===== config.mk =====
export PLATFORM = sky130hd
export DESIGN_NAME = iban_mod97_validator
export DESIGN_NICKNAME = d
export VERILOG_FILES = /design/src/imv_pkg.sv /design/src/iban_mod97_validator.sv
export SDC_FILE = /design/constraint.sdc
export NUM_CORES = 1
export LEC_CHECK = 0
export BUFFER_PORTS_ARGS = -buffer_cell sky130_fd_sc_hd__buf_2
export CORE_MARGIN = 2
export CORE_UTILIZATION = 41
export DETAILED_ROUTE_END_ITERATION = 6
export SLEW_MARGIN = 10
export SYNTH_ARGS = -nofsm -noshare
export SYNTH_HDL_FRONTEND = slang
export SYNTH_SLANG_ARGS = --single-unit
export TNS_END_PERCENT = 5

===== constraint.sdc =====
create_clock -name clk_i -period 15.8 [get_ports clk_i]
set_input_delay 3.16 -clock clk_i [delete_from_list [all_inputs] [get_ports clk_i]]
set_output_delay 3.16 -clock clk_i [all_outputs]
set_load 0.02 [all_outputs]

===== src/imv_pkg.sv =====
// Package for the IBAN mod-97 validator: sequencer states, character codes
// and the one-digit mod-97 step shared by the datapath.
// Depends on nothing; used by src/iban_mod97_validator.sv.
package imv_pkg;

  // Checksum arithmetic.
  localparam int unsigned MOD_BASE   = 97;
  localparam int unsigned RADIX      = 10;
  localparam int unsigned MIN_LENGTH = 15;
  localparam int unsigned HEAD_COUNT = 4;
  localparam int unsigned CNT_W      = $clog2(HEAD_COUNT + 1);
  localparam int unsigned REM_W      = 7;
  localparam int unsigned VAL_W      = 6;  // character value 0..35
  localparam int unsigned DIG_W      = 4;  // one decimal digit
  localparam int unsigned CHAR_W     = 8;
  localparam int unsigned OUT_TDATA_W = 8;

  // Character codes.
  localparam logic [CHAR_W-1:0] CHAR_SPACE   = 8'h20;
  localparam logic [CHAR_W-1:0] CHAR_ZERO    = 8'h30;
  localparam logic [CHAR_W-1:0] CHAR_NINE    = 8'h39;
  localparam logic [CHAR_W-1:0] CHAR_UPPER_A = 8'h41;
  localparam logic [CHAR_W-1:0] CHAR_UPPER_Z = 8'h5A;
  localparam logic [CHAR_W-1:0] CHAR_LOWER_A = 8'h61;
  localparam logic [CHAR_W-1:0] CHAR_LOWER_Z = 8'h7A;
  localparam logic [CHAR_W-1:0] CASE_OFFSET  = 8'h20;

  typedef enum logic [2:0] {
    ST_IDLE,    // waiting for a transaction
    ST_UNIT,    // pushing the units digit of a letter
    ST_REPLAY,  // replaying the buffered head characters
    ST_DONE     // loading the result register
  } state_e;

  // One decimal digit into the remainder: (rem * 10 + d) mod 97.
  // The sum stays below 16 * 97, so four conditional subtractions reduce it.
  function automatic logic [REM_W-1:0] push_mod97(logic [REM_W-1:0] rem,
                                                  logic [DIG_W-1:0] d);
    logic [9:0] x;
    x = ({3'b000, rem} << 3) + ({3'b000, rem} << 1) + {6'b000000, d};
    for (int k = 3; k >= 0; k--) begin
      if (x >= 10'(MOD_BASE << k)) begin
        x = x - 10'(MOD_BASE << k);
      end
    end
    return x[REM_W-1:0];
  endfunction

  // Tens digit of a letter value 10..35.
  function automatic logic [DIG_W-1:0] tens_of(logic [VAL_W-1:0] v);
    logic [DIG_W-1:0] t;
    if (v >= 6'd30) begin
      t = 4'd3;
    end else if (v >= 6'd20) begin
      t = 4'd2;
    end else if (v >= 6'(RADIX)) begin
      t = 4'd1;
    end else begin
      t = 4'd0;
    end
    return t;
  endfunction

  // First digit pushed for a value: the digit itself, or a letter's tens digit.
  function automatic logic [DIG_W-1:0] first_digit(logic [VAL_W-1:0] v);
    logic [DIG_W-1:0] f;
    if (v < 6'(RADIX)) begin
      f = v[DIG_W-1:0];
    end else begin
      f = tens_of(v);
    end
    return f;
  endfunction

  // Units digit of a letter value 10..35.
  function automatic logic [DIG_W-1:0] units_of(logic [VAL_W-1:0] v);
    logic [DIG_W-1:0] t;
    logic [VAL_W-1:0] u;
    t = tens_of(v);
    u = v - (({2'b00, t} << 3) + ({2'b00, t} << 1));
    return u[DIG_W-1:0];
  endfunction

endpackage


===== src/iban_mod97_validator.sv =====
// Streaming IBAN checker: character filtering, head buffer and a digit-serial
// mod-97 remainder driven by a small sequencer.
// Depends on src/imv_pkg.sv.
//
// Throughput: a space, a skipped byte, a head character or a digit is handled in ST_IDLE alone;
// a letter after the fourth kept character also passes ST_UNIT, as the mod-97 unit folds one decimal digit
// a cycle. An end transaction goes straight to ST_DONE on a failed format check, and on a pass
// through ST_REPLAY and ST_UNIT before it (the head replays as six digits); ST_DONE raises the master-side valid. The
// input accepts again once the result is loaded; a result still waiting holds it off.
// Reset is asynchronous and active low; it clears the sequencer, counts, flags and out valid.
module iban_mod97_validator #(
  parameter int unsigned MAX_LENGTH = 34
) (
  input  logic       clk_i,
  input  logic       rst_ni,
  // Character stream.
  input  logic       s_axis_tvalid,
  output logic       s_axis_tready,
  input  logic [7:0] s_axis_tdata,   // [7:0] char_code
  input  logic       s_axis_tuser,   // [0] is_end
  // Result stream, one transaction per end item.
  output logic       m_axis_tvalid,
  input  logic       m_axis_tready,
  output logic [7:0] m_axis_tdata    // [0] valid_res, [7:1] zero
);

  localparam int unsigned LEN_W = $clog2(MAX_LENGTH + 1);

  imv_pkg::state_e state_q, state_d;

  // Count of kept characters; it stops counting once the string has failed.
  logic [LEN_W-1:0] len_q, len_d;
  logic [imv_pkg::REM_W-1:0] rem_q, rem_d;
  logic failed_q, failed_d;
  // Set when the end item passed the format check and the replay runs.
  logic pass_q, pass_d;
  // Distinguishes a letter's units digit during replay from one during input.
  logic replay_q, replay_d;
  logic [imv_pkg::CNT_W-1:0] cnt_q, cnt_d;
  logic [imv_pkg::DIG_W-1:0] units_q, units_d;
  logic out_valid_q, out_valid_d;
  logic out_res_q, out_res_d;

  // Head buffer holds the values (0..35) of the first four kept characters.
  logic [imv_pkg::VAL_W-1:0] head_q [imv_pkg::HEAD_COUNT];
  logic                      head_we;
  logic [1:0]                head_waddr;
  logic [imv_pkg::VAL_W-1:0] head_wdata;

  // Incoming character, folded to uppercase and classified.
  logic [imv_pkg::CHAR_W-1:0] char_up;
  logic                       in_digit;
  logic                       in_upper;
  logic [imv_pkg::VAL_W-1:0]  in_val;
  logic                       head_ok;
  logic [imv_pkg::VAL_W-1:0]  replay_val;
  logic                       accept;

  assign accept = s_axis_tvalid && s_axis_tready;

  always_comb begin
    if (s_axis_tdata >= imv_pkg::CHAR_LOWER_A && s_axis_tdata <= imv_pkg::CHAR_LOWER_Z) begin
      char_up = s_axis_tdata - imv_pkg::CASE_OFFSET;
    end else begin
      char_up = s_axis_tdata;
    end
  end

  assign in_digit = (char_up >= imv_pkg::CHAR_ZERO) && (char_up <= imv_pkg::CHAR_NINE);
  assign in_upper = (char_up >= imv_pkg::CHAR_UPPER_A) && (char_up <= imv_pkg::CHAR_UPPER_Z);

  always_comb begin
    logic [imv_pkg::CHAR_W-1:0] diff;
    if (in_digit) begin
      diff = char_up - imv_pkg::CHAR_ZERO;
    end else begin
      diff = char_up - imv_pkg::CHAR_UPPER_A + 8'(imv_pkg::RADIX);
    end
    in_val = diff[imv_pkg::VAL_W-1:0];
  end

  // Country code must be two letters, check digits two digits.
  assign head_ok = (head_q[0] >= 6'(imv_pkg::RADIX)) && (head_q[1] >= 6'(imv_pkg::RADIX)) &&
                   (head_q[2] <  6'(imv_pkg::RADIX)) && (head_q[3] <  6'(imv_pkg::RADIX));

  assign replay_val = head_q[cnt_q[1:0]];

  // Sequencer and datapath next state.
  always_comb begin
    state_d     = state_q;
    len_d       = len_q;
    rem_d       = rem_q;
    failed_d    = failed_q;
    pass_d      = pass_q;
    replay_d    = replay_q;
    cnt_d       = cnt_q;
    units_d     = units_q;
    out_valid_d = out_valid_q;
    out_res_d   = out_res_q;
    head_we     = 1'b0;
    head_waddr  = len_q[1:0];
    head_wdata  = in_val;

    // The result register empties on its own handshake.
    if (out_valid_q && m_axis_tready) begin
      out_valid_d = 1'b0;
    end

    case (state_q)
      imv_pkg::ST_IDLE: begin
        if (accept) begin
          if (s_axis_tuser) begin
            // End of string: check the format, then replay or report a fail.
            if (!failed_q && len_q >= LEN_W'(imv_pkg::MIN_LENGTH) && head_ok) begin
              pass_d   = 1'b1;
              replay_d = 1'b1;
              cnt_d    = '0;
              state_d  = imv_pkg::ST_REPLAY;
            end else begin
              pass_d  = 1'b0;
              state_d = imv_pkg::ST_DONE;
            end
          end else if (!failed_q && s_axis_tdata != imv_pkg::CHAR_SPACE) begin
            if (!in_digit && !in_upper) begin
              failed_d = 1'b1;
            end else if (len_q >= LEN_W'(MAX_LENGTH)) begin
              failed_d = 1'b1;
            end else begin
              len_d = len_q + 1'b1;
              if (len_q < LEN_W'(imv_pkg::HEAD_COUNT)) begin
                head_we = 1'b1;
              end else begin
                rem_d = imv_pkg::push_mod97(rem_q, imv_pkg::first_digit(in_val));
                if (in_upper) begin
                  units_d  = imv_pkg::units_of(in_val);
                  replay_d = 1'b0;
                  state_d  = imv_pkg::ST_UNIT;
                end
              end
            end
          end
        end
      end

      imv_pkg::ST_UNIT: begin
        rem_d = imv_pkg::push_mod97(rem_q, units_q);
        if (!replay_q) begin
          state_d = imv_pkg::ST_IDLE;
        end else if (cnt_q == imv_pkg::CNT_W'(imv_pkg::HEAD_COUNT)) begin
          state_d = imv_pkg::ST_DONE;
        end else begin
          state_d = imv_pkg::ST_REPLAY;
        end
      end

      imv_pkg::ST_REPLAY: begin
        rem_d = imv_pkg::push_mod97(rem_q, imv_pkg::first_digit(replay_val));
        cnt_d = cnt_q + 1'b1;
        if (replay_val >= 6'(imv_pkg::RADIX)) begin
          units_d = imv_pkg::units_of(replay_val);
          state_d = imv_pkg::ST_UNIT;
        end else if (cnt_q == imv_pkg::CNT_W'(imv_pkg::HEAD_COUNT - 1)) begin
          state_d = imv_pkg::ST_DONE;
        end else begin
          state_d = imv_pkg::ST_REPLAY;
        end
      end

      imv_pkg::ST_DONE: begin
        // Wait for room in the result register, then start a new string.
        if (!out_valid_q || m_axis_tready) begin
          out_valid_d = 1'b1;
          out_res_d   = pass_q && (rem_q == imv_pkg::REM_W'(1));
          len_d       = '0;
          rem_d       = '0;
          failed_d    = 1'b0;
          pass_d      = 1'b0;
          replay_d    = 1'b0;
          state_d     = imv_pkg::ST_IDLE;
        end
      end

      default: begin
        state_d = imv_pkg::ST_IDLE;
      end
    endcase
  end

  always_ff @(posedge clk_i or negedge rst_ni) begin
    if (!rst_ni) begin
      state_q     <= imv_pkg::ST_IDLE;
      len_q       <= '0;
      rem_q       <= '0;
      failed_q    <= 1'b0;
      pass_q      <= 1'b0;
      replay_q    <= 1'b0;
      cnt_q       <= '0;
      out_valid_q <= 1'b0;
    end else begin
      state_q     <= state_d;
      len_q       <= len_d;
      rem_q       <= rem_d;
      failed_q    <= failed_d;
      pass_q      <= pass_d;
      replay_q    <= replay_d;
      cnt_q       <= cnt_d;
      out_valid_q <= out_valid_d;
    end
  end

  // Payload registers carry no reset.
  always_ff @(posedge clk_i) begin
    units_q   <= units_d;
    out_res_q <= out_res_d;
    if (head_we) begin
      head_q[head_waddr] <= head_wdata;
    end
  end

  assign s_axis_tready = (state_q == imv_pkg::ST_IDLE);
  assign m_axis_tvalid = out_valid_q;
  assign m_axis_tdata  = {7'b0000000, out_res_q};

  // The remainder stays reduced after every digit step.
  assert property (@(posedge clk_i) disable iff (!rst_ni)
    rem_q < imv_pkg::REM_W'(imv_pkg::MOD_BASE))
    else $error("remainder left unreduced");

  // The kept length never passes the configured maximum.
  assert property (@(posedge clk_i) disable iff (!rst_ni)
    len_q <= LEN_W'(MAX_LENGTH))
    else $error("kept length beyond maximum");

  // A new result is only ever loaded from the done state.
  assert property (@(posedge clk_i) disable iff (!rst_ni)
    (out_valid_q && !$past(out_valid_q && !m_axis_tready)) |->
      $past(state_q == imv_pkg::ST_DONE))
    else $error("result loaded outside done state");

  // The replay counter never runs past the head buffer.
  assert property (@(posedge clk_i) disable iff (!rst_ni)
    cnt_q <= imv_pkg::CNT_W'(imv_pkg::HEAD_COUNT))
    else $error("replay counter overrun");

  // Replay only happens for strings that passed the format check.
  assert property (@(posedge clk_i) disable iff (!rst_ni)
    (state_q == imv_pkg::ST_REPLAY) |-> (pass_q && replay_q))
    else $error("replay without a passing format check");

endmodule

# ---- Word level (Yosys, flattened, before mapping)
# Memories as Yosys holds them, arrays and structs flattened.
# Cells that the tools add are included.
dict set report totals {
  input_bits 13
  latchBits 0
  wordCells 269
  ff_bits 28
  rom_bits 0
  ramBits 24
  n_memories 1
}
dict set report op_classes {
  n_reduce_logical 31
  bitwise 0
  div_mod_pow 0
  shifts 0
  n_mul 0
  order_cmp 33
  muxes 143
  addsub 26
  n_eq_ne 25
}
# name words width rd rd_clocked_by_memory_dff write_ports line_no
set mem_list {}
lappend mem_list {head_q 4 6 5 0 1 iban_mod97_validator.sv:45} ;# logic [imv_pkg::VAL_W-1:0] head_q [imv_pkg::HEAD_COUNT];
# op n
set op_table {}
lappend op_table {{$mux W10} 36}
lappend op_table {{$mux W4} 18}
lappend op_table {{$mux W7} 10}
lappend op_table {{$mux W3} 21}
lappend op_table {{$mux W6} 7}
lappend op_table {{$mux W1} 34}
lappend op_table {{$add A10 B4 Y10} 3}
lappend op_table {{$ge A10 B10 Y1 const B} 3}
lappend op_table {{$ge A10 B7 Y1 const B} 3}
lappend op_table {{$ge A10 B8 Y1 const B} 3}
lappend op_table {{$ge A10 B9 Y1 const B} 3}
lappend op_table {{$ge A6 B4 Y1 const B} 5}
lappend op_table {{$sub A10 B10 Y10 const B} 3}
lappend op_table {{$sub A10 B8 Y10 const B} 3}
lappend op_table {{$sub A10 B9 Y10 const B} 3}
lappend op_table {{$pmux W7 S4} 1}
lappend op_table {{$ge A6 B5 Y1 const B} 4}
lappend op_table {{$lt A6 B4 Y1 const B} 4}
lappend op_table {{$sub A7 B7 Y7 const B} 3}
lappend op_table {{$reduce_and A9 Y1} 2}
lappend op_table {{$ge A8 B7 Y1 const B} 2}
lappend op_table {{$le A8 B7 Y1 const B} 2}
lappend op_table {{$mux W2} 8}
lappend op_table {{$reduce_and A7 Y1} 2}
lappend op_table {{39 further kinds} 75}

# ---- Depth between registers and ports, before layout
# Gate-level depths: netlist of the first run.
dict set report depth {
  ltp_word 55
  mapped_depth 46
}

# ---- Worst setup path before layout of the first run
# Ideal clock, no wire load.
dict set report synth_timing {
  path_type {input-to-reg}
  start {input port s_axis_tdata[1]}
  end {register rem_q[3] in the netlist's numbering}
  arrival_ns 12.040
  path_slack_ns 3.636
  setup_ns 0.124
  path_buffers 3
  t_required_ns 15.676
  path_stages 42
  cell_sequence {clkbuf_1 > inv_1 > ha_1 > nor4b_1 > nand2_1 > a31oi_1 > ha_1 > nand4_1 > a311oi_1 > nand3_1 > nand2_1 > mux2i_1 > inv_1 > or4_1 > fa_1 > nor2b_1 > o21ai_0 > xnor2_2 > [6 not listed] > buf_1 > nand3_1 > o21bai_1 > o22a_1 > a31oi_1 > o21ai_0 > a41oi_1 > a211oi_2 > or2_2 > xnor2_1 > ha_1 > nand2b_1 > nor4_1 > o211ai_1 > a31oi_2 > nor3_2 > xnor2_1 > a211o_1}
}
dict set report synth_between {
  elab_chain_cells 55
  elab_cells_between_ends 79
  classes_between {9 x add/sub; 14 x order compare; 3 x eq/ne; 45 x mux; 8 x reduce/logical}
}
# item line_no
set synth_lines {}
lappend synth_lines {{start: declaration} iban_mod97_validator.sv:19} ;# input logic [7:0] s_axis_tdata,
lappend synth_lines {{$ge A8 B7 Y1 / $le A8 B7 Y1 (equally long branches)} iban_mod97_validator.sv:62} ;# if (s_axis_tdata >= imv_pkg::CHAR_LOWER_A && s_axis_tdata <= imv_pkg::CHAR_LOWER_Z) begin
lappend synth_lines {{$logic_and A1 B1 Y1} iban_mod97_validator.sv:62}
lappend synth_lines {{$mux W8 *} iban_mod97_validator.sv:62}
lappend synth_lines {{$sub A6 B1 Y6, or another cell as far along} iban_mod97_validator.sv:77} ;# diff = char_up - imv_pkg::CHAR_UPPER_A + 8'(imv_pkg::RADIX);
lappend synth_lines {{$add A6 B4 Y6 / $logic_and A1 B1 Y1 (equally long branches)} {iban_mod97_validator.sv:77, iban_mod97_validator.sv:69}}
lappend synth_lines {{$mux W6 *} iban_mod97_validator.sv:74} ;# if (in_digit) begin
lappend synth_lines {{via head_wdata (one bit)} iban_mod97_validator.sv:48} ;# logic [imv_pkg::VAL_W-1:0] head_wdata;
lappend synth_lines {{$ge A6 B4 Y1} imv_pkg.sv:56} ;# end else if (v >= 6'(RADIX)) begin
lappend synth_lines {{[40 not listed]} -}
lappend synth_lines {{$mux W7 *} imv_pkg.sv:42} ;# if (x >= 10'(MOD_BASE << k)) begin
lappend synth_lines {{$mux W7 *} iban_mod97_validator.sv:130} ;# if (len_q < LEN_W'(imv_pkg::HEAD_COUNT)) begin
lappend synth_lines {{$mux W7 *} iban_mod97_validator.sv:126} ;# end else if (len_q >= LEN_W'(MAX_LENGTH)) begin
lappend synth_lines {{$mux W7 *} iban_mod97_validator.sv:124} ;# if (!in_digit && !in_upper) begin
lappend synth_lines {{$mux W7 *} iban_mod97_validator.sv:123} ;# end else if (!failed_q && s_axis_tdata != imv_pkg::CHAR_SPACE) begin
lappend synth_lines {{$mux W7 *} iban_mod97_validator.sv:112} ;# if (s_axis_tuser) begin
lappend synth_lines {{$mux W7 *} iban_mod97_validator.sv:111} ;# if (accept) begin
lappend synth_lines {{$pmux W7 S4 *} iban_mod97_validator.sv:109} ;# case (state_q)
lappend synth_lines {{end signal: assignment} iban_mod97_validator.sv:202} ;# rem_q <= rem_d;
lappend synth_lines {{end: declaration} iban_mod97_validator.sv:33} ;# logic [imv_pkg::REM_W-1:0] rem_q, rem_d;
# Mark *: on every way through the listed nets, which the timed path passes. The rest lies on a longest branch. The select of a mux whose other input is x is not followed.
# A chain may end at the register's enable or synchronous reset.

# ---- Worst setup path after layout of the first run
# Same ends and word-level chain as after synthesis.

==> results of run 1 <==
[placed cells by master, fill, tap and decap left out, types with 10 or more instances in the layout]
master    instances
or2_2            13
a21o_1           16
nor2_1           70
inv_1            62
nor2b_1          11
edfxtp_1         29
nand2_1          83
o22ai_1          10
o31ai_1          11
xor2_1           16
o21ai_0          55
a21oi_1          48
nand2b_1         12
mux2i_1          16
nand3_1          50
buf_2            15
dfrtp_1          22
xnor2_1          54
a31oi_1          21
o211ai_1         14
nor4_1           13
nand4_1          19
ha_1             53
nor3_1           25
and3_1           18
[metrics by stage]
step,setup slack [ps],area (um2),cells,utilization [%],hold WS (ps)
floorplan,3640,8400,1035,-,462
global placement,2780,8600,1281,42.7,516
detailed placement,2430,8600,1281,42.7,518
CTS,2700,8760,1289,43.4,537
global route,1560,8760,1289,43.4,577
finish,2600,8760,1289,43.4,536
[sequential cells by signal, indices dropped and copies added, names as in the netlist, 2 cells and up]
register  flops
head_q       24
rem_q         7
len_q         6
units_q       4
cnt_q         3
state_q       2
[cell families after synthesis]
kind of cell / after synthesis / share of synthesized area, %
mux: 32 / 5.00
simple gates: 380 / 24.7
buf+inv: 105 / 5.53
fa+ha+maj: 57 / 8.87
xor+xnor: 82 / 10.0
other cells: 1 / 0.0448
compound gates: 321 / 28.8
flops: 51 / 17.0
[worst min-delay path by stage]
stage	endpoint	slack [ps]	startpoint
floorplan	pass_q	460	pass_q
finish	pass_q	540	pass_q
global route	pass_q	580	pass_q
CTS	pass_q	540	pass_q
detailed placement	pass_q	520	pass_q
global placement	pass_q	520	pass_q
[worst reg2reg max path, stage by stage, from the launching register on]
cell and delay [ps]:
dfrtp_1 600, mux4_2 640, o21ai_0 300, o311ai_0 280, ha_1 280, fa_1 400, a21oi_1 240, nor2_1 90
xnor3_1 250, a31oi_1 200, nor2_1 510, nor3_1 90, a21oi_1 320, ha_1 310, o311ai_2 200, nor3_1 430
mux2i_4 430, nand4_1 180, nand3_2 230, xnor2_1 230, ha_1 260, inv_1 70, nor2_1 160, o21ai_4 90
a21boi_4 280, mux2i_1 160, a221oi_1 440, nor2_1 70
[layout make-up]
class	count	area, um2
fill	2049	11400
multi-input combinational	879	6510
sequential	51	1420
tap	270	338
inverter	64	240
clock buffer	5	125
timing repair buffer	17	90.1
clock inverter	3	28.8
[cell usage after synthesis (18+ instances only)]
| library cell | n | area (um2) |
|---|---|---|
| dfrtp_1 | 22 | 551 |
| xnor2_1 | 54 | 473 |
| nor2_1 | 70 | 263 |
| o21ai_0 | 55 | 275 |
| inv_1 | 62 | 233 |
| nor3_1 | 25 | 125 |
| ha_1 | 53 | 663 |
| edfxtp_1 | 29 | 871 |
| and3_1 | 18 | 113 |
| nand4_1 | 19 | 119 |
| a31oi_1 | 21 | 131 |
| nand3_1 | 50 | 250 |
| a21oi_1 | 48 | 240 |
| nand2_1 | 83 | 312 |
[per-layer routing]
| layer | share of wire, % | vias up |
|---|---|---|
| met3 | 4.8 | 22 |
| met2 | 45 | 224 |
| li1 | - | 3906 |
| met1 | 49 | 3752 |
| met4 | 1.2 | 0 |
| met5 | 0 | - |
==> flow_summary.toml, run 1 <==
[cts]
h-tree-depth = 2
cts_root_buf = "clkbuf_16"
cts_resized = 0
post_cts_buffers = 0
cts_tree = "yes"
insertion_delay_ps = 290
clkTransAtPathRegs_ps = 70
cts_buffers = 5
postCtsHoldBufs = 0
cts.sinks = 51
cts_buffer_depth = 2

[detailed_routing]
wire_per_inst_um = 17.5
drt_wl_total_um = 22500
via_count = 7904
drtIter0Drc = 619
ant_nets = 0
remaining_drc_errors = 0
post_drt_via_cell_ratio = 6.13
drt-pass1-iter-count = 5

[grt]
grt.overflow.total = 0
met3_usage_pct = 1.99
grt_start_max_net_pins = 25
use_met2_pct = 32.9
grt_util_all_layers_pct = 20.4
antenna_found_initial = 0
grt_pass1_wl_um = 36700
busiest_layer = "met2"
grt_pass1_vias = 7198
met1_usage_pct = 30.1

[yosys]
synth_warnings = 0
synthCells = 1029
ys_seq_area_share_pct = 17.0
syn_avg_cell_area_um2 = 8.14
ys.flop_type = "edfxtp_1"
synth_edf_count = 29
ys_async_sr_fraction_pct = 43.1
synthesis.area_mm2 = 0.00838
ys_ff_latch = 51
synthDistinctLibCells = 118

[worst_setup_path]
cp_max_fo = 11
path_common_cell = "ha_1"
endpoint = "rem_q[3]"
crit-reg2reg-capture = "rem_q[1]"
cp.arrival_ps = 13380
critPathKind = "in2reg"
critPathLaunch = "s_axis_tdata[1]"
crit_buf_inv = 3
r2r_start = "cnt_q[0]"
cp-start-kind = "primary input"
rrSetupSlack_ps = 7920
worst_path_max_delay_cell = "or4_1"
cp.depth = 40
critPathRequiredTime_ps = 15980
cp_top_family = "simple AND/OR/NAND/NOR gates"
critPathMaxStageDelay_ps = 640
end_kind = "register"
worstRegToRegCells = 27

[floorplanning]
die_w_um = 147
start_util_pct = 41.5
die_y_um = 147
pin_count = 23
num_rows = 52
die-area_mm2 = 0.0216
core_area_mm2 = 0.0202

[timing]
worstMarginPinSlew_ps = 819
fmax_mhz = 75.8
relSlewSlack_pct = 44.9
hold_viol = 0
setup_viol = 0
fin_worst_skew_ps = 5.93
fin_crit_sh_pct = 83.6
finalSetupTns_ps = 0
slew_violations = 0
period_needed_ps = 13200
rsz0062_at_grt = "no"

[placed_design]
io_buffers = 15
place_congestion = 0.967
hpwl_um = 18200

[min_path]
hp-class = "reg2reg"
holdPathStages = 2

[outcome]
status = "finished clean"

[finish]
antennaDiodeCount = 0
drive_gt1_share_pct = 11.3
area_delta_synth_final_pct = 4.56
final_nets = 1088

[job]
maxCapViolCount = 0
Power of run 1 is left out: the tool's default activity adds up to more than one toggle a clock period on the data nets, which glitch-free logic cannot reach.
==> inputs of run 2 (changes only) <==
==> constraint.sdc (replaced) <==
create_clock -name clk_i -period 10.65 [get_ports clk_i]
set_input_delay 2.13 -clock clk_i [delete_from_list [all_inputs] [get_ports clk_i]]
set_output_delay 2.13 -clock clk_i [all_outputs]
set_load 0.02 [all_outputs]
==> run 2 against run 1 <==
Die area unchanged; final area up 4.6%; final cell count up 2.5%; worst setup slack worse by 2000 ps; critical endpoint unchanged; largest cell class unchanged.
==> flow_summary.toml, run 2 (synthesis gave the netlist of run 1 again) <==
[min_path]
hp-start = "pass_q"
min_to = "pass_q"
hp-class = "reg2reg"
holdPathStages = 2

[worst_setup_path]
cp-start-kind = "primary input"
cp.arrival_ps = 10250
rrSetupSlack_ps = 2830
critPathMaxStageDelay_ps = 460
crit_buf_inv = 4
r2r_start = "cnt_q[0]"
worst_path_max_delay_cell = "or4_4"
critPathRequiredTime_ps = 10830
critPathKind = "in2reg"
worstRegToRegCells = 27
crit-reg2reg-capture = "rem_q[1]"
end_kind = "register"
cp_max_fo = 7
cp_top_family = "simple AND/OR/NAND/NOR gates"

[finish]
drive_gt1_share_pct = 15.5
layout_commonest_cell = "nand2_1"
regMostFlops = "head_q"
final_cell_mix = "nand2_1 (80), nor2_1 (70), inv_1 (62)"
final_util_pct = 45.4
area_delta_synth_final_pct = 9.34
final_nets = 1120
seq_area_mm2 = 0.00142
antennaDiodeCount = 0
largest_reg_flops = 24
n_fill_cell = 2026
multi_input_area_mm2 = 0.00664
reg_top3 = "head_q: 24 flops, rem_q: 7 flops, len_q: 6 flops"

[timing]
fin_worst_skew_ps = 8.52
period_needed_ps = 10070
worstMarginPinSlew_ps = 821
relSlewSlack_pct = 44.8
fin_crit_sh_pct = 94.5
holdWs_ps = 573
setup_viol = 0
finalSetupTns_ps = 0
hold_viol = 0
fmax_mhz = 99.3
slew_violations = 0

[floorplanning]
die_w_um = 147
core_area_mm2 = 0.0202
start_util_pct = 41.5
die-area_mm2 = 0.0216
num_rows = 52
die_y_um = 147
pin_count = 23

[grt]
met1_usage_pct = 31.0
antenna_found_initial = 0
grt_start_max_net_pins = 25
met3_usage_pct = 1.24
busiest_layer = "met2"
grt.overflow.total = 0
use_met2_pct = 34.7
grt_pass1_vias = 7533
grt_pass1_wl_um = 38200
grt_util_all_layers_pct = 21.2

[detailed_routing]
ant_nets = 0
wire_per_inst_um = 17.4
drtIter0Drc = 604
remaining_drc_errors = 0
drt-pass1-iter-count = 5
drt_wl_total_um = 23000
via_count = 8018
post_drt_via_cell_ratio = 6.07

[cts]
cts.sinks = 51
clkTransAtPathRegs_ps = 70
insertion_delay_ps = 290
cts_tree = "yes"
cts_root_buf = "clkbuf_16"
cts_buffers = 5
h-tree-depth = 2
cts_buffer_depth = 2

[job]
maxCapViolCount = 0

[placed_design]
io_buffers = 15
place_congestion = 0.934
hpwl_um = 18400

[outcome]
status = "finished clean"
==> run 2: cell types whose count changed in the layout (fill, tap and decap cells not counted), sizes merged <==
cell / delta
buf: +32
clkinv: -2
inv: -1
clkinvlp: +1
bufinv: +2
==> run 2: final cells by class <==
class	count	share of cell area, %
multi-input cells	879	72.5
well taps	270	3.69
repair buffers	49	3.61
inverters	64	2.62
clock buffers	5	1.37
clock inverters	3	0.738
flip-flops and latches	51	15.5
==> run 2: timing repair <==
item / CTS / global route
gates resized for setup: 0 / 21
hold buffers: 0 / 0
endpoints found under the setup margin: 0 / 7
setup buffers: 0 / 6
==> run 2: how the worst max path moves through the flow <==
stage                          from        to  slack (ps)  depth (start not counted)
global placement    s_axis_tdata[0]  rem_q[3]         120                         41
finish              s_axis_tdata[0]  rem_q[3]         580                         41
global route        s_axis_tdata[0]  rem_q[3]         -20                         41
detailed placement  s_axis_tdata[0]  rem_q[3]        -170                         41
CTS                 s_axis_tdata[0]  rem_q[5]         110                         41
floorplan           s_axis_tdata[1]  rem_q[3]          80                         44
==> run 2: layer usage <==
metal | wire length, um | vias to the layer above
met3 | 1110 | 30
li1 | - | 3971
met5 | 0 | -
met1 | 11000 | 3794
met2 | 10500 | 223
met4 | 376 | 0
==> run 2: metrics by stage <==
| step | cells | setup WS (ps) | area (um2) |
|---|---|---|---|
| finish | 1321 | 582 | 9160 |
| global route | 1321 | -19.5 | 9160 |
| CTS | 1315 | 106 | 9010 |
| detailed placement | 1307 | -174 | 8820 |
| global placement | 1307 | 118 | 8820 |
| floorplan | 1035 | 77.6 | 8420 |
==> run 2: tightest hold or removal path: stages, from the launching register on <==
cell	delay, ps
dfrtp_1	360
o21ai_0	100
o41ai_1	80
Power of run 2 is left out for the same reason.
==> inputs of run 3 (changes only) <==
--- a/config.mk
+++ b/config.mk
@@ -6,6 +6,7 @@
 export NUM_CORES = 1
 export LEC_CHECK = 0
 export BUFFER_PORTS_ARGS = -buffer_cell sky130_fd_sc_hd__buf_2
+export CORE_ASPECT_RATIO = 1.75
 export CORE_MARGIN = 2
 export CORE_UTILIZATION = 41
 export DETAILED_ROUTE_END_ITERATION = 6
==> run 3 against run 2 <==
Clock skew grew 5.7 ps; count of clock-buffer cells in the layout is the same; via count grew 1.4%; first-iteration DRC count shrank 28%; final area grew 0.38%; final cell count shrank 1.1%; wire length grew 7.4%; sequential cell count is the same; non-clock buffer count grew 7; sequential share of layout area shrank 0.059 points; die area grew 0.21%; fmax grew 0.12%; highest routed layer unchanged.
==> flow_summary.toml, run 3 (synthesis gave the netlist of run 1 again) <==
[outcome]
status = "finished clean"

[grt]
grt_pass1_vias = 8015
grt_start_max_net_pins = 26
grt.overflow.total = 0
grt_util_all_layers_pct = 22.4
antenna_found_initial = 0
grt_pass1_wl_um = 39900

[detailed_routing]
drt_wl_total_um = 24700
drtIter0Drc = 435
drt-pass1-iter-count = 5
wire_per_inst_um = 18.9
post_drt_via_cell_ratio = 6.23
ant_nets = 0
via_count = 8131
remaining_drc_errors = 0

[finish]
multi_input_area_mm2 = 0.00667
largest_reg_flops = 24
antennaDiodeCount = 0
fin_area_mm2 = 0.00919
regMostFlops = "head_q"
area_delta_synth_final_pct = 9.76
n_fill_cell = 2122
final_nets = 1127
final_cell_mix = "nand2_1 (80), nor2_1 (70), inv_1 (62)"
layout_commonest_cell = "nand2_1"
reg_top3 = "head_q: 24 flops, rem_q: 7 flops, len_q: 6 flops"
seq_area_mm2 = 0.00142
drive_gt1_share_pct = 16.2

[cts]
cts_buffers = 5
insertion_delay_ps = 290
cts_tree = "yes"
postCtsHoldBufs = 0
clkTransAtPathRegs_ps = 70
cts_root_buf = "clkbuf_16"
cts.sinks = 51
h-tree-depth = 2
cts_buffer_depth = 2

[timing]
hold_viol = 0
period_needed_ps = 10060
setup_viol = 0
rsz0062_at_grt = "no"
relSlewSlack_pct = 40.5
slew_violations = 0
fmax_mhz = 99.4
finalSetupTns_ps = 0
fin_crit_sh_pct = 94.4
fin_worst_skew_ps = 14.2
worstMarginPinSlew_ps = 893

[worst_setup_path]
cp-start-kind = "primary input"
path_common_cell = "ha_1"
worst_path_max_delay_cell = "or4_4"
critPathKind = "in2reg"
cp_max_fo = 6
critPathMaxStageDelay_ps = 460
cp.arrival_ps = 10250
end_kind = "register"
critPathRequiredTime_ps = 10840

[floorplanning]
die_w_um = 112
num_rows = 69
die_y_um = 193
pin_count = 23
start_util_pct = 41.5
die-area_mm2 = 0.0216
core_area_mm2 = 0.0202

[placed_design]
place_area_mm2 = 0.00884
hpwl_um = 20300
io_buffers = 15
place_congestion = 0.921

[min_path]
hp-class = "reg2reg"

[job]
maxCapViolCount = 0
==> run 3: metrics by stage <==
| step | hold WS [ps] | utilization [%] | instances | worst slack (ps) |
|---|---|---|---|---|
| after global placement | 542 | 43.8 | 1291 | 94.7 |
| after detailed placement | 558 | 43.8 | 1291 | -167 |
| after CTS | 575 | 44.6 | 1299 | 114 |
| final | 575 | 45.5 | 1306 | 594 |
| after global routing | 613 | 45.5 | 1306 | 49.4 |
| after floorplan | 462 | - | 1035 | 77.6 |
==> run 3: path summary, 6_finish.rpt <==
check / startpoint / cells after the start / endpoint / slack [ps]
max: s_axis_tdata[0] / 40 / rem_q[2] / 590
min: replay_q / 2 / replay_q / 570
max reg2reg: cnt_q[0] / 27 / rem_q[4] / 2800
min reg2reg: replay_q / 2 / replay_q / 570
max in group asynchronous: rst_ni / 1 / rem_q[1] / 8420
min in group asynchronous: rst_ni / 1 / len_q[4] / 1830
==> run 3: timing repair <==
item	4_1_cts	5_1_grt
gates resized for setup	0	23
hold endpoints to repair	0	0
setup endpoints to repair	0	7
setup buffers	0	7
==> run 3: final cells by class <==
type	instances	area share, %
multi-input cells	879	72.5
flip-flops and latches	51	15.5
repair buffers	56	4.16
well taps	248	3.38
inverters	64	2.61
clock buffers	5	1.36
clock inverters	3	0.504
==> run 3: worst max-delay path: cells and delay by family <==
kind / cells / cell delay, ps
compound gates: 8 / 1840
xor+xnor: 4 / 490
fa+ha+maj: 5 / 1250
buf+inv: 4 / 480
mux: 1 / 390
simple gates: 18 / 3650
==> run 3: per-layer routing <==
layer | up-vias | global-route usage [%] | share of wire [%] | wire [um]
met3 | 58 | 1.56 | 2.3 | 574
met4 | 0 | 8.68 | 3.9 | 965
met5 | - | 0 | 0 | 0
met2 | 185 | 46.3 | 56 | 13900
li1 | 3979 | - | - | -
met1 | 3909 | 23.1 | 37 | 9260
Power of run 3 is left out for the same reason.
